--- config.mk ---
export PLATFORM = sky130hd
export DESIGN_NAME = json_string_unescape_unit_flat
export DESIGN_NICKNAME = d
export VERILOG_FILES = /design/src/jsu_pkg.sv /design/src/jsu_if.sv /design/src/json_string_unescape_unit.sv /design/src/jsu_decode.sv /design/src/jsu_emit.sv /design/src/flat_wrapper.sv
export SDC_FILE = /design/constraint.sdc
export NUM_CORES = 1
export LEC_CHECK = 0
export BUFFER_PORTS_ARGS = -buffer_cell sky130_fd_sc_hd__buf_2
export CORE_MARGIN = 2
export CORE_UTILIZATION = 50
export DETAILED_ROUTE_END_ITERATION = 10
export GPL_TIMING_DRIVEN = 1
export HOLD_SLACK_MARGIN = 0.05
export PLACE_DENSITY = 0.67
export SYNTH_ARGS = -nofsm -noshare
export SYNTH_HDL_FRONTEND = slang
export SYNTH_HIERARCHICAL = 1
export SYNTH_SLANG_ARGS = --single-unit
--- constraint.sdc ---
create_clock -name i_clk -period 7.9 [get_ports i_clk]
set_input_delay 1.58 -clock i_clk [delete_from_list [all_inputs] [get_ports i_clk]]
set_output_delay 1.58 -clock i_clk [all_outputs]
set_load 0.01 [all_outputs]
--- src/jsu_pkg.sv ---
// ----------------------------------------------------------------------------
// jsu_pkg
// Types and constants of the JSON string unescape unit.
// ----------------------------------------------------------------------------
`default_nettype none

package jsu_pkg;

    localparam logic [2:0] KIND_DATA    = 3'd1;
    localparam logic [2:0] KIND_QUOTE   = 3'd2;
    localparam logic [2:0] KIND_ENDED   = 3'd3;
    localparam logic [2:0] KIND_NOQUOTE = 3'd4;

    localparam logic [1:0] PH_SEEK = 2'd0;
    localparam logic [1:0] PH_BODY = 2'd1;
    localparam logic [1:0] PH_ESC  = 2'd2;
    localparam logic [1:0] PH_HEX  = 2'd3;

    localparam logic [9:0] LIM_RESET = 10'd63;  // capacity 64

    typedef struct packed {
        logic [2:0] kind;
        logic [7:0] data_byte;
        logic [9:0] written_count;
    } t_res;

    // All results of one input item, in order
    typedef struct packed {
        logic [2:0]       num;
        t_res [3:0]       ent;
    } t_bundle;

endpackage

`default_nettype wire

--- src/jsu_if.sv ---
// ----------------------------------------------------------------------------
// jsu_char_if / jsu_res_if
// Valid/ready channels for input characters and decoded results.
// ----------------------------------------------------------------------------
`default_nettype none

interface jsu_char_if;
    logic       valid;
    logic       ready;
    logic [7:0] char_in;

    modport source (output valid, output char_in, input ready);
    modport sink   (input valid, input char_in, output ready);
endinterface

interface jsu_res_if;
    logic       valid;
    logic       ready;
    logic [2:0] kind;
    logic [7:0] data_byte;
    logic [9:0] written_count;
    logic       last;

    modport source (output valid, output kind, output data_byte, output written_count,
                    output last, input ready);
    modport sink   (input valid, input kind, input data_byte, input written_count,
                    input last, output ready);
endinterface

`default_nettype wire

--- src/json_string_unescape_unit.sv ---
// Latency: first result of an item is shown the cycle after the item is taken.
// Throughput: one character per cycle while results are taken unstalled; an item with
//   k results holds the output until all k are taken (k at most 4, from a \u escape plus end of string).
// Reset (synchronous, active low): parser seeks an opening quote, counts
//   clear, buffer capacity returns to 64, no result pending.
// ----------------------------------------------------------------------------
// json_string_unescape_unit
// Streaming unescaper for one JSON string literal per pass.
// ----------------------------------------------------------------------------
`default_nettype none

module json_string_unescape_unit (
    input  wire logic        i_clk,
    input  wire logic        i_rst_n,
    jsu_char_if.sink         i_char,
    jsu_res_if.source        o_res,
    input  wire logic        i_cfg_we,
    input  wire logic [10:0] i_cfg_wdata
);
    import jsu_pkg::*;

    t_bundle bundle;
    logic    can_load;
    logic    accept;

    assign i_char.ready = can_load;
    assign accept       = i_char.valid & can_load;

    jsu_decode u_decode (
        .i_clk       (i_clk),
        .i_rst_n     (i_rst_n),
        .i_accept    (accept),
        .i_char      (i_char.char_in),
        .i_cfg_we    (i_cfg_we),
        .i_cfg_wdata (i_cfg_wdata),
        .o_bundle    (bundle)
    );

    jsu_emit u_emit (
        .i_clk      (i_clk),
        .i_rst_n    (i_rst_n),
        .i_load     (accept && bundle.num != 3'd0),
        .i_bundle   (bundle),
        .o_can_load (can_load),
        .o_res      (o_res)
    );

endmodule

`default_nettype wire

--- src/jsu_decode.sv ---
// ----------------------------------------------------------------------------
// jsu_decode
// Parse state and per-character decode into a bundle of results.
// ----------------------------------------------------------------------------
`default_nettype none

module jsu_decode (
    input  wire logic             i_clk,
    input  wire logic             i_rst_n,
    input  wire logic             i_accept,
    input  wire logic [7:0]       i_char,
    input  wire logic             i_cfg_we,
    input  wire logic [10:0]      i_cfg_wdata,
    output jsu_pkg::t_bundle      o_bundle
);
    import jsu_pkg::*;

    logic [1:0]  r_phase, n_phase;
    logic [1:0]  r_hds,   n_hds;
    logic [15:0] r_cp,    n_cp;
    logic [9:0]  r_bc,    n_bc;
    logic [9:0]  r_lim;

    logic [3:0]      hex_val;
    logic [15:0]     cp_shift;
    logic [15:0]     cp_src;
    logic [1:0]      u_n;
    logic [2:0][7:0] u_b;
    logic [10:0]     bc_ext;
    logic [10:0]     lim_ext;

    logic [1:0]      d_n;
    logic [2:0][7:0] d_b;
    logic            fin;
    logic [2:0]      fin_kind;

    // Byte limit = min(capacity,1024) - 1, floored at zero
    always_ff @(posedge i_clk) begin
        if (!i_rst_n) begin
            r_lim <= LIM_RESET;
        end else if (i_cfg_we) begin
            if (i_cfg_wdata > 11'd1024) begin
                r_lim <= 10'd1023;
            end else if (i_cfg_wdata == 11'd0) begin
                r_lim <= 10'd0;
            end else begin
                r_lim <= 10'(i_cfg_wdata - 11'd1);
            end
        end
    end

    always_comb begin
        case (i_char) inside
            [8'h30:8'h39]: hex_val = 4'(i_char - 8'h30);
            [8'h61:8'h66]: hex_val = 4'(i_char - 8'h57);
            [8'h41:8'h46]: hex_val = 4'(i_char - 8'h37);
            default:       hex_val = 4'd0;
        endcase
    end

    assign cp_shift = {r_cp[11:0], hex_val};
    // On NUL the digits seen so far form the code point
    assign cp_src   = (i_char == 8'd0) ? r_cp : cp_shift;
    assign bc_ext   = {1'b0, r_bc};
    assign lim_ext  = {1'b0, r_lim};

    // UTF-8 encode of cp_src, dropped whole when it does not fit
    always_comb begin
        u_n = 2'd0;
        u_b = '0;
        if (cp_src < 16'h0080 && bc_ext + 11'd1 <= lim_ext) begin
            u_n    = 2'd1;
            u_b[0] = cp_src[7:0];
        end else if (cp_src < 16'h0800 && bc_ext + 11'd2 <= lim_ext) begin
            u_n    = 2'd2;
            u_b[0] = 8'hC0 | {3'b000, cp_src[10:6]};
            u_b[1] = 8'h80 | {2'b00, cp_src[5:0]};
        end else if (bc_ext + 11'd3 <= lim_ext) begin
            u_n    = 2'd3;
            u_b[0] = 8'hE0 | {4'b0000, cp_src[15:12]};
            u_b[1] = 8'h80 | {2'b00, cp_src[11:6]};
            u_b[2] = 8'h80 | {2'b00, cp_src[5:0]};
        end
    end

    always_comb begin
        n_phase  = r_phase;
        n_hds    = r_hds;
        n_cp     = r_cp;
        n_bc     = r_bc;
        d_n      = 2'd0;
        d_b      = '0;
        fin      = 1'b0;
        fin_kind = KIND_ENDED;
        case (r_phase)
            PH_BODY: begin
                if (i_char == 8'd0) begin
                    fin = 1'b1;
                end else if (i_char == 8'h22) begin
                    fin      = 1'b1;
                    fin_kind = KIND_QUOTE;
                end else if (r_bc >= r_lim) begin
                    fin = 1'b1;
                end else if (i_char == 8'h5C) begin
                    n_phase = PH_ESC;
                end else begin
                    d_n    = 2'd1;
                    d_b[0] = i_char;
                end
            end
            PH_ESC: begin
                if (i_char == 8'd0) begin
                    fin = 1'b1;
                end else if (i_char == 8'h75) begin
                    n_phase = PH_HEX;
                    n_hds   = 2'd0;
                    n_cp    = 16'd0;
                end else begin
                    n_phase = PH_BODY;
                    d_n     = 2'd1;
                    case (i_char)
                        8'h6E:   d_b[0] = 8'd10;
                        8'h74:   d_b[0] = 8'd9;
                        8'h72:   d_b[0] = 8'd13;
                        default: d_b[0] = i_char;
                    endcase
                end
            end
            PH_HEX: begin
                if (i_char == 8'd0) begin
                    d_n = u_n;
                    d_b = u_b;
                    fin = 1'b1;
                end else if (r_hds == 2'd3) begin
                    d_n     = u_n;
                    d_b     = u_b;
                    n_hds   = 2'd0;
                    n_cp    = 16'd0;
                    n_phase = PH_BODY;
                end else begin
                    n_cp  = cp_shift;
                    n_hds = r_hds + 2'd1;
                end
            end
            default: begin
                n_phase = PH_SEEK;
                if (i_char == 8'h20 || i_char == 8'h0A || i_char == 8'h0D
                        || i_char == 8'h09) begin
                    n_phase = PH_SEEK;
                end else if (i_char == 8'h22) begin
                    n_phase = PH_BODY;
                    n_bc    = 10'd0;
                end else begin
                    n_bc     = 10'd0;
                    fin      = 1'b1;
                    fin_kind = KIND_NOQUOTE;
                end
            end
        endcase

        if (!fin) begin
            n_bc = r_bc + 10'(d_n);
        end else begin
            n_phase = PH_SEEK;
            n_bc    = 10'd0;
            n_hds   = 2'd0;
            n_cp    = 16'd0;
        end
    end

    // Bundle: data bytes first, then the closing result if any
    always_comb begin
        o_bundle.num = {1'b0, d_n} + {2'b00, fin};
        for (int k = 0; k < 4; k++) begin
            o_bundle.ent[k].kind          = KIND_DATA;
            o_bundle.ent[k].data_byte     = (k < 3) ? d_b[k[1:0]] : 8'd0;
            o_bundle.ent[k].written_count = r_bc + 10'(k + 1);
            if (fin && k[1:0] == d_n) begin
                o_bundle.ent[k].kind          = fin_kind;
                o_bundle.ent[k].data_byte     = 8'd0;
                o_bundle.ent[k].written_count =
                    (fin_kind == KIND_NOQUOTE) ? 10'd0 : r_bc + 10'(d_n);
            end
        end
    end

    always_ff @(posedge i_clk) begin
        if (!i_rst_n) begin
            r_phase <= PH_SEEK;
            r_hds   <= 2'd0;
            r_cp    <= 16'd0;
            r_bc    <= 10'd0;
        end else if (i_accept) begin
            r_phase <= n_phase;
            r_hds   <= n_hds;
            r_cp    <= n_cp;
            r_bc    <= n_bc;
        end
    end

endmodule

`default_nettype wire

--- src/jsu_emit.sv ---
// ----------------------------------------------------------------------------
// jsu_emit
// Result register: holds one item's results and hands them out in order.
// ----------------------------------------------------------------------------
`default_nettype none

module jsu_emit (
    input  wire logic             i_clk,
    input  wire logic             i_rst_n,
    input  wire logic             i_load,
    input  jsu_pkg::t_bundle      i_bundle,
    output logic                  o_can_load,
    jsu_res_if.source             o_res
);
    import jsu_pkg::*;

    logic [2:0]       r_left;
    logic [1:0]       r_pos;
    logic [3:0][20:0] r_ent;
    t_res             cur;
    logic             fire;

    assign cur                 = t_res'(r_ent[r_pos]);
    assign fire                = o_res.valid & o_res.ready;
    assign o_res.valid         = (r_left != 3'd0);
    assign o_res.last          = (r_left == 3'd1);
    assign o_res.kind          = cur.kind;
    assign o_res.data_byte     = cur.data_byte;
    assign o_res.written_count = cur.written_count;

    // Free now, or the final result leaves this cycle
    assign o_can_load = (r_left == 3'd0) || (r_left == 3'd1 && o_res.ready);

    always_ff @(posedge i_clk) begin
        if (!i_rst_n) begin
            r_left <= 3'd0;
            r_pos  <= 2'd0;
        end else if (i_load) begin
            r_left <= i_bundle.num;
            r_pos  <= 2'd0;
        end else if (fire) begin
            r_left <= r_left - 3'd1;
            r_pos  <= r_pos + 2'd1;
        end
    end

    always_ff @(posedge i_clk) begin
        if (i_load) begin
            for (int k = 0; k < 4; k++) begin
                r_ent[k] <= i_bundle.ent[k];
            end
        end
    end

endmodule

`default_nettype wire

--- src/flat_wrapper.sv ---
// flat-port wrapper written by rule: the top's interface ports become plain ports
module json_string_unescape_unit_flat import jsu_pkg::*;
  (i_clk, i_rst_n, i_cfg_we, i_cfg_wdata, i_char_valid, i_char_char_in, i_char_ready, o_res_valid, o_res_kind, o_res_data_byte, o_res_written_count, o_res_last, o_res_ready);
  jsu_char_if i_char_i ();
  jsu_res_if o_res_i ();
  input  wire logic i_clk;
  input  wire logic i_rst_n;
  input  wire logic i_cfg_we;
  input  wire logic [10:0] i_cfg_wdata;
  input wire logic [$bits(i_char_i.valid)-1:0] i_char_valid;
  input wire logic [$bits(i_char_i.char_in)-1:0] i_char_char_in;
  output wire logic [$bits(i_char_i.ready)-1:0] i_char_ready;
  output wire logic [$bits(o_res_i.valid)-1:0] o_res_valid;
  output wire logic [$bits(o_res_i.kind)-1:0] o_res_kind;
  output wire logic [$bits(o_res_i.data_byte)-1:0] o_res_data_byte;
  output wire logic [$bits(o_res_i.written_count)-1:0] o_res_written_count;
  output wire logic [$bits(o_res_i.last)-1:0] o_res_last;
  input wire logic [$bits(o_res_i.ready)-1:0] o_res_ready;
  assign i_char_i.valid = i_char_valid;
  assign i_char_i.char_in = i_char_char_in;
  assign i_char_ready = i_char_i.ready;
  assign o_res_valid = o_res_i.valid;
  assign o_res_kind = o_res_i.kind;
  assign o_res_data_byte = o_res_i.data_byte;
  assign o_res_written_count = o_res_i.written_count;
  assign o_res_last = o_res_i.last;
  assign o_res_i.ready = o_res_ready;
  json_string_unescape_unit u_core (.i_clk(i_clk), .i_rst_n(i_rst_n), .i_char(i_char_i), .o_res(o_res_i), .i_cfg_we(i_cfg_we), .i_cfg_wdata(i_cfg_wdata));
endmodule
==> summary.txt <==
PortBufs: 47
CP Buf/Inv Count: 2
GPL Wtd Cong: 0.891
Final period util: 75.4%
Clock Tree Buf Depth: 2
antenna violation net count after detailed routing: 0
reg2reg setup slack: 1940 ps
global-route wire length before repair: 31.7 mm
CORE AREA: 0.0166 mm2
critical setup path kind: flip-flop to flip-flop
row cnt: 47
initial DRC count: 583
Syn Area/Cell: 10.3 um2
num ports: 48
GRT overflow: 0
drt pass-1 iters: 5
crit-path most repeated cell: ha_1
TritonCTS buffer count: 17
maxcap violations: 0
die area: 0.0182 mm2
Syn-to-layout area delta: 10.1%
fin. max-slew vios: 0
Root Buffer: clkbuf_16
switch share: 26.9%
CP endpoint kind: flip-flop
Gates resized, CTS repair: 0
internal power: 1.53 mW
largest net degree at the start of global routing: 63
FF-to-FF End: u_core/u_emit/r_ent[2]
DP HPWL: 14.2 mm
fmax: 0.168 GHz
worst clock skew: 14.9 ps
Comb pwr share: 17.8%
Fin. Hold Viols: 0
Post-DP Area: 0.00879 mm2
number of setup buffers added after CTS: 0
worst path arrival time: 6040 ps
Fin Hold WS: 488 ps
VDD IR max: 0.000139 V
worst-path cell chain: ha_1 > and3_1 > nand3_1 > nor2_1 > xnor2_1 > ha_1 > nand4_1 > a211oi_1 > nor2_1 > o32ai_2 > a211oi_1 > nor4b_4 > inv_1 > ha_1 > ha_1 > o311a_4 > buf_4
post-route cell area: 0.00940 mm2
Worst Setup SP: u_core/u_decode/r_bc[2]
Worst Hold Class: flip-flop to flip-flop
post-synthesis sequential area ratio: 40.1%
antenna violations before repair: 0
reg2reg start: u_core/u_decode/r_bc[2]
reg2reg path depth: 17
share of the synthesized area in the top cell type: 29.5%
Die Wd: 135 um
FFs w/ async S/R, synth: 0%
clock-pin slew on the worst setup and hold paths: 60 ps
final worst path period need: 5960 ps
Avg WL per Cell: 18.1 um
Post-layout nets: 934
WP depth: 17
sw power: 563 uW
synth unique cells: 80
clock share of power: 39.5%
final setup margin: 1940 ps
Synth area leader: edfxtp_1
RSZ-0062 raised after global routing: false
share of cells above drive strength 1: 15.9%
outcome: complete, no violations
Post-Syn Instances: 829
Cell Pwr Density: 223 mW/mm2
vias after detailed routing: 6,323
Least-Margin Pin Slew: 1070 ps
Synth area leaders: edfxtp_1, dfxtp_1, ha_1
Initial Util: 51.3%
DR DRC count: 0
vias in the first global route: 5,885
Hold-fix buffers, CTS: 0
Flop pwr share: 42.7%
slowest stage cell, crit path: dfxtp_1
Post-Syn Area: 0.00854 mm2
Clk Latency, worst-skew pair: 420 ps
#FFs+latches synth: 129
crit-path max cell delay: 770 ps
Leakage: 3.67 nW
Total Neg Setup Slack: 0 ps
GRT Util Overall: 22.5%
critical path peak fanout: 62
clock sinks: 129
Slew headroom: 28.5%
Critical Path End: u_core/u_emit/r_ent[2]
Via density: 5.84
setup violators final: 0
Req. time, crit path: 7980 ps
Die Span Y: 135 um
# diodes: 0
Startpoint Class: flip-flop
Detailed Route WL: 19.6 mm
CP top delay family: compound AO/OA/AOI/OAI gates
TritonCTS clock tree: built
CTS H-tree depth: 4
number of enable flip-flop cells after synthesis: 84
Top FF cell, synth: edfxtp_1
pre-CTS worst setup slack: 1680 ps
total number of yosys warnings: 6
-- per-layer routing --
| metal | vias up | track usage [%] | part of all wire, % |
|---|---|---|---|
| met4 | 0 | 6.96 | 1.9 |
| met1 | 2965 | 33.4 | 48 |
| met2 | 256 | 33.5 | 44 |
| met5 | - | 0 | 0 |
| met3 | 33 | 3.94 | 6.3 |
| li1 | 3069 | - | - |
-- Yosys cell counts, types with 7 or more instances --
cell,number
nand4_1,7
or2_2,9
ha_1,59
mux2i_1,33
o21ai_0,41
and2_1,15
nor2b_1,17
nand3_1,16
buf_4,24
buf_2,7
clkbuf_1,23
nor3_1,12
o22ai_1,11
dfxtp_1,45
inv_1,38
nand2_1,56
edfxtp_1,84
mux2_2,7
mux4_2,19
nor2_1,56
xnor2_1,36
a21oi_1,47
xor2_1,7
a22o_1,17
nand2b_1,12
a211oi_1,9
-- placed cells by master, fill, tap and decap left out, types with 6 or more instances in the layout --
| cell type | instances |
|---|---|
| o21ai_0 | 40 |
| nor3_1 | 12 |
| o21ai_1 | 7 |
| conb_1 | 16 |
| mux4_2 | 19 |
| inv_1 | 38 |
| nand4_1 | 7 |
| o211ai_1 | 6 |
| nand2b_1 | 12 |
| and2_1 | 15 |
| a211oi_1 | 9 |
| o22ai_1 | 11 |
| or2_2 | 9 |
| nor2b_1 | 17 |
| o221ai_1 | 6 |
| nand3_1 | 16 |
| ha_1 | 59 |
| or3_1 | 6 |
| nand2_1 | 56 |
| xor2_1 | 7 |
| mux2i_1 | 33 |
| clkbuf_16 | 17 |
| nor2_1 | 56 |
| mux2_2 | 7 |
| dfxtp_1 | 45 |
| buf_2 | 47 |
| a21oi_1 | 47 |
| a22o_1 | 17 |
| xnor2_1 | 36 |
| edfxtp_1 | 84 |
-- power by group through the flow --
stage	Sequential [mW]	Combinational [mW]	Clock, mW
after floorplan	0.894	0.277	0
after global placement	0.905	0.370	0
after detailed placement	0.909	0.374	0
after CTS	0.896	0.376	0.839
after global routing	0.907	0.411	0.866
final	0.894	0.372	0.827
-- registers in the layout, summed over array words and instances (netlist names) --
name                     count
u_core/u_decode/r_cp        16
u_core/u_decode/r_phase      2
u_core/u_emit/r_left         3
u_core/u_decode/r_lim       10
u_core/u_decode/r_hds        2
u_core/u_decode/r_bc        10
u_core/u_emit/r_ent         84
u_core/u_emit/r_pos          2
-- tightest hold or removal path, delay by kind of cell (launching register included) --
family,cells,cell delay [ps]
AND/OR/NAND/NOR,1,60
flip-flops,1,330
AO/OA/AOI/OAI,1,70
-- final cells by class --
type / count / area [um2]
fill: 1430 / 7240
timing repair buffer: 50 / 258
tap: 220 / 275
clock inverter: 13 / 185
clock buffer: 19 / 433
inverter: 45 / 169
multi-input combinational: 607 / 4660
sequential: 129 / 3420
-- cell families after synthesis --
group | synth area share [%]
xor gates and xnor gates | 4.41
muxes | 11.2
DFF | 40.1
buffers and inverters | 6.14
other | 0.0879
AOI/OAI and AO/OA | 14.4
adders and majority gates | 8.87
and+or+nand+nor | 14.8
-- worst min path at each step --
stage / to / startpoint / slack, ps / cells after the start
after floorplan: u_core/u_decode/r_lim[2] / u_core/u_decode/r_lim[2] / 440 / 2
after global placement: u_core/u_decode/r_lim[2] / u_core/u_decode/r_lim[2] / 460 / 2
after detailed placement: u_core/u_decode/r_lim[4] / u_core/u_decode/r_lim[4] / 470 / 2
after CTS: u_core/u_decode/r_lim[4] / u_core/u_decode/r_lim[4] / 490 / 2
after global routing: u_core/u_decode/r_cp[13] / u_core/u_decode/r_cp[13] / 530 / 1
final: u_core/u_decode/r_lim[4] / u_core/u_decode/r_lim[4] / 490 / 2
-- metrics by stage --
step           power (mW)  util, %  std cells
5_1_grt              2.18     56.5       1083
3_5_place_dp         1.28     52.8       1051
6_report             2.09     56.5       1083
2_1_floorplan        1.17        -        843
4_1_cts              2.11     56.5       1083
3_3_place_gp         1.27     52.8       1051
(Power assumes the default switching activity.)
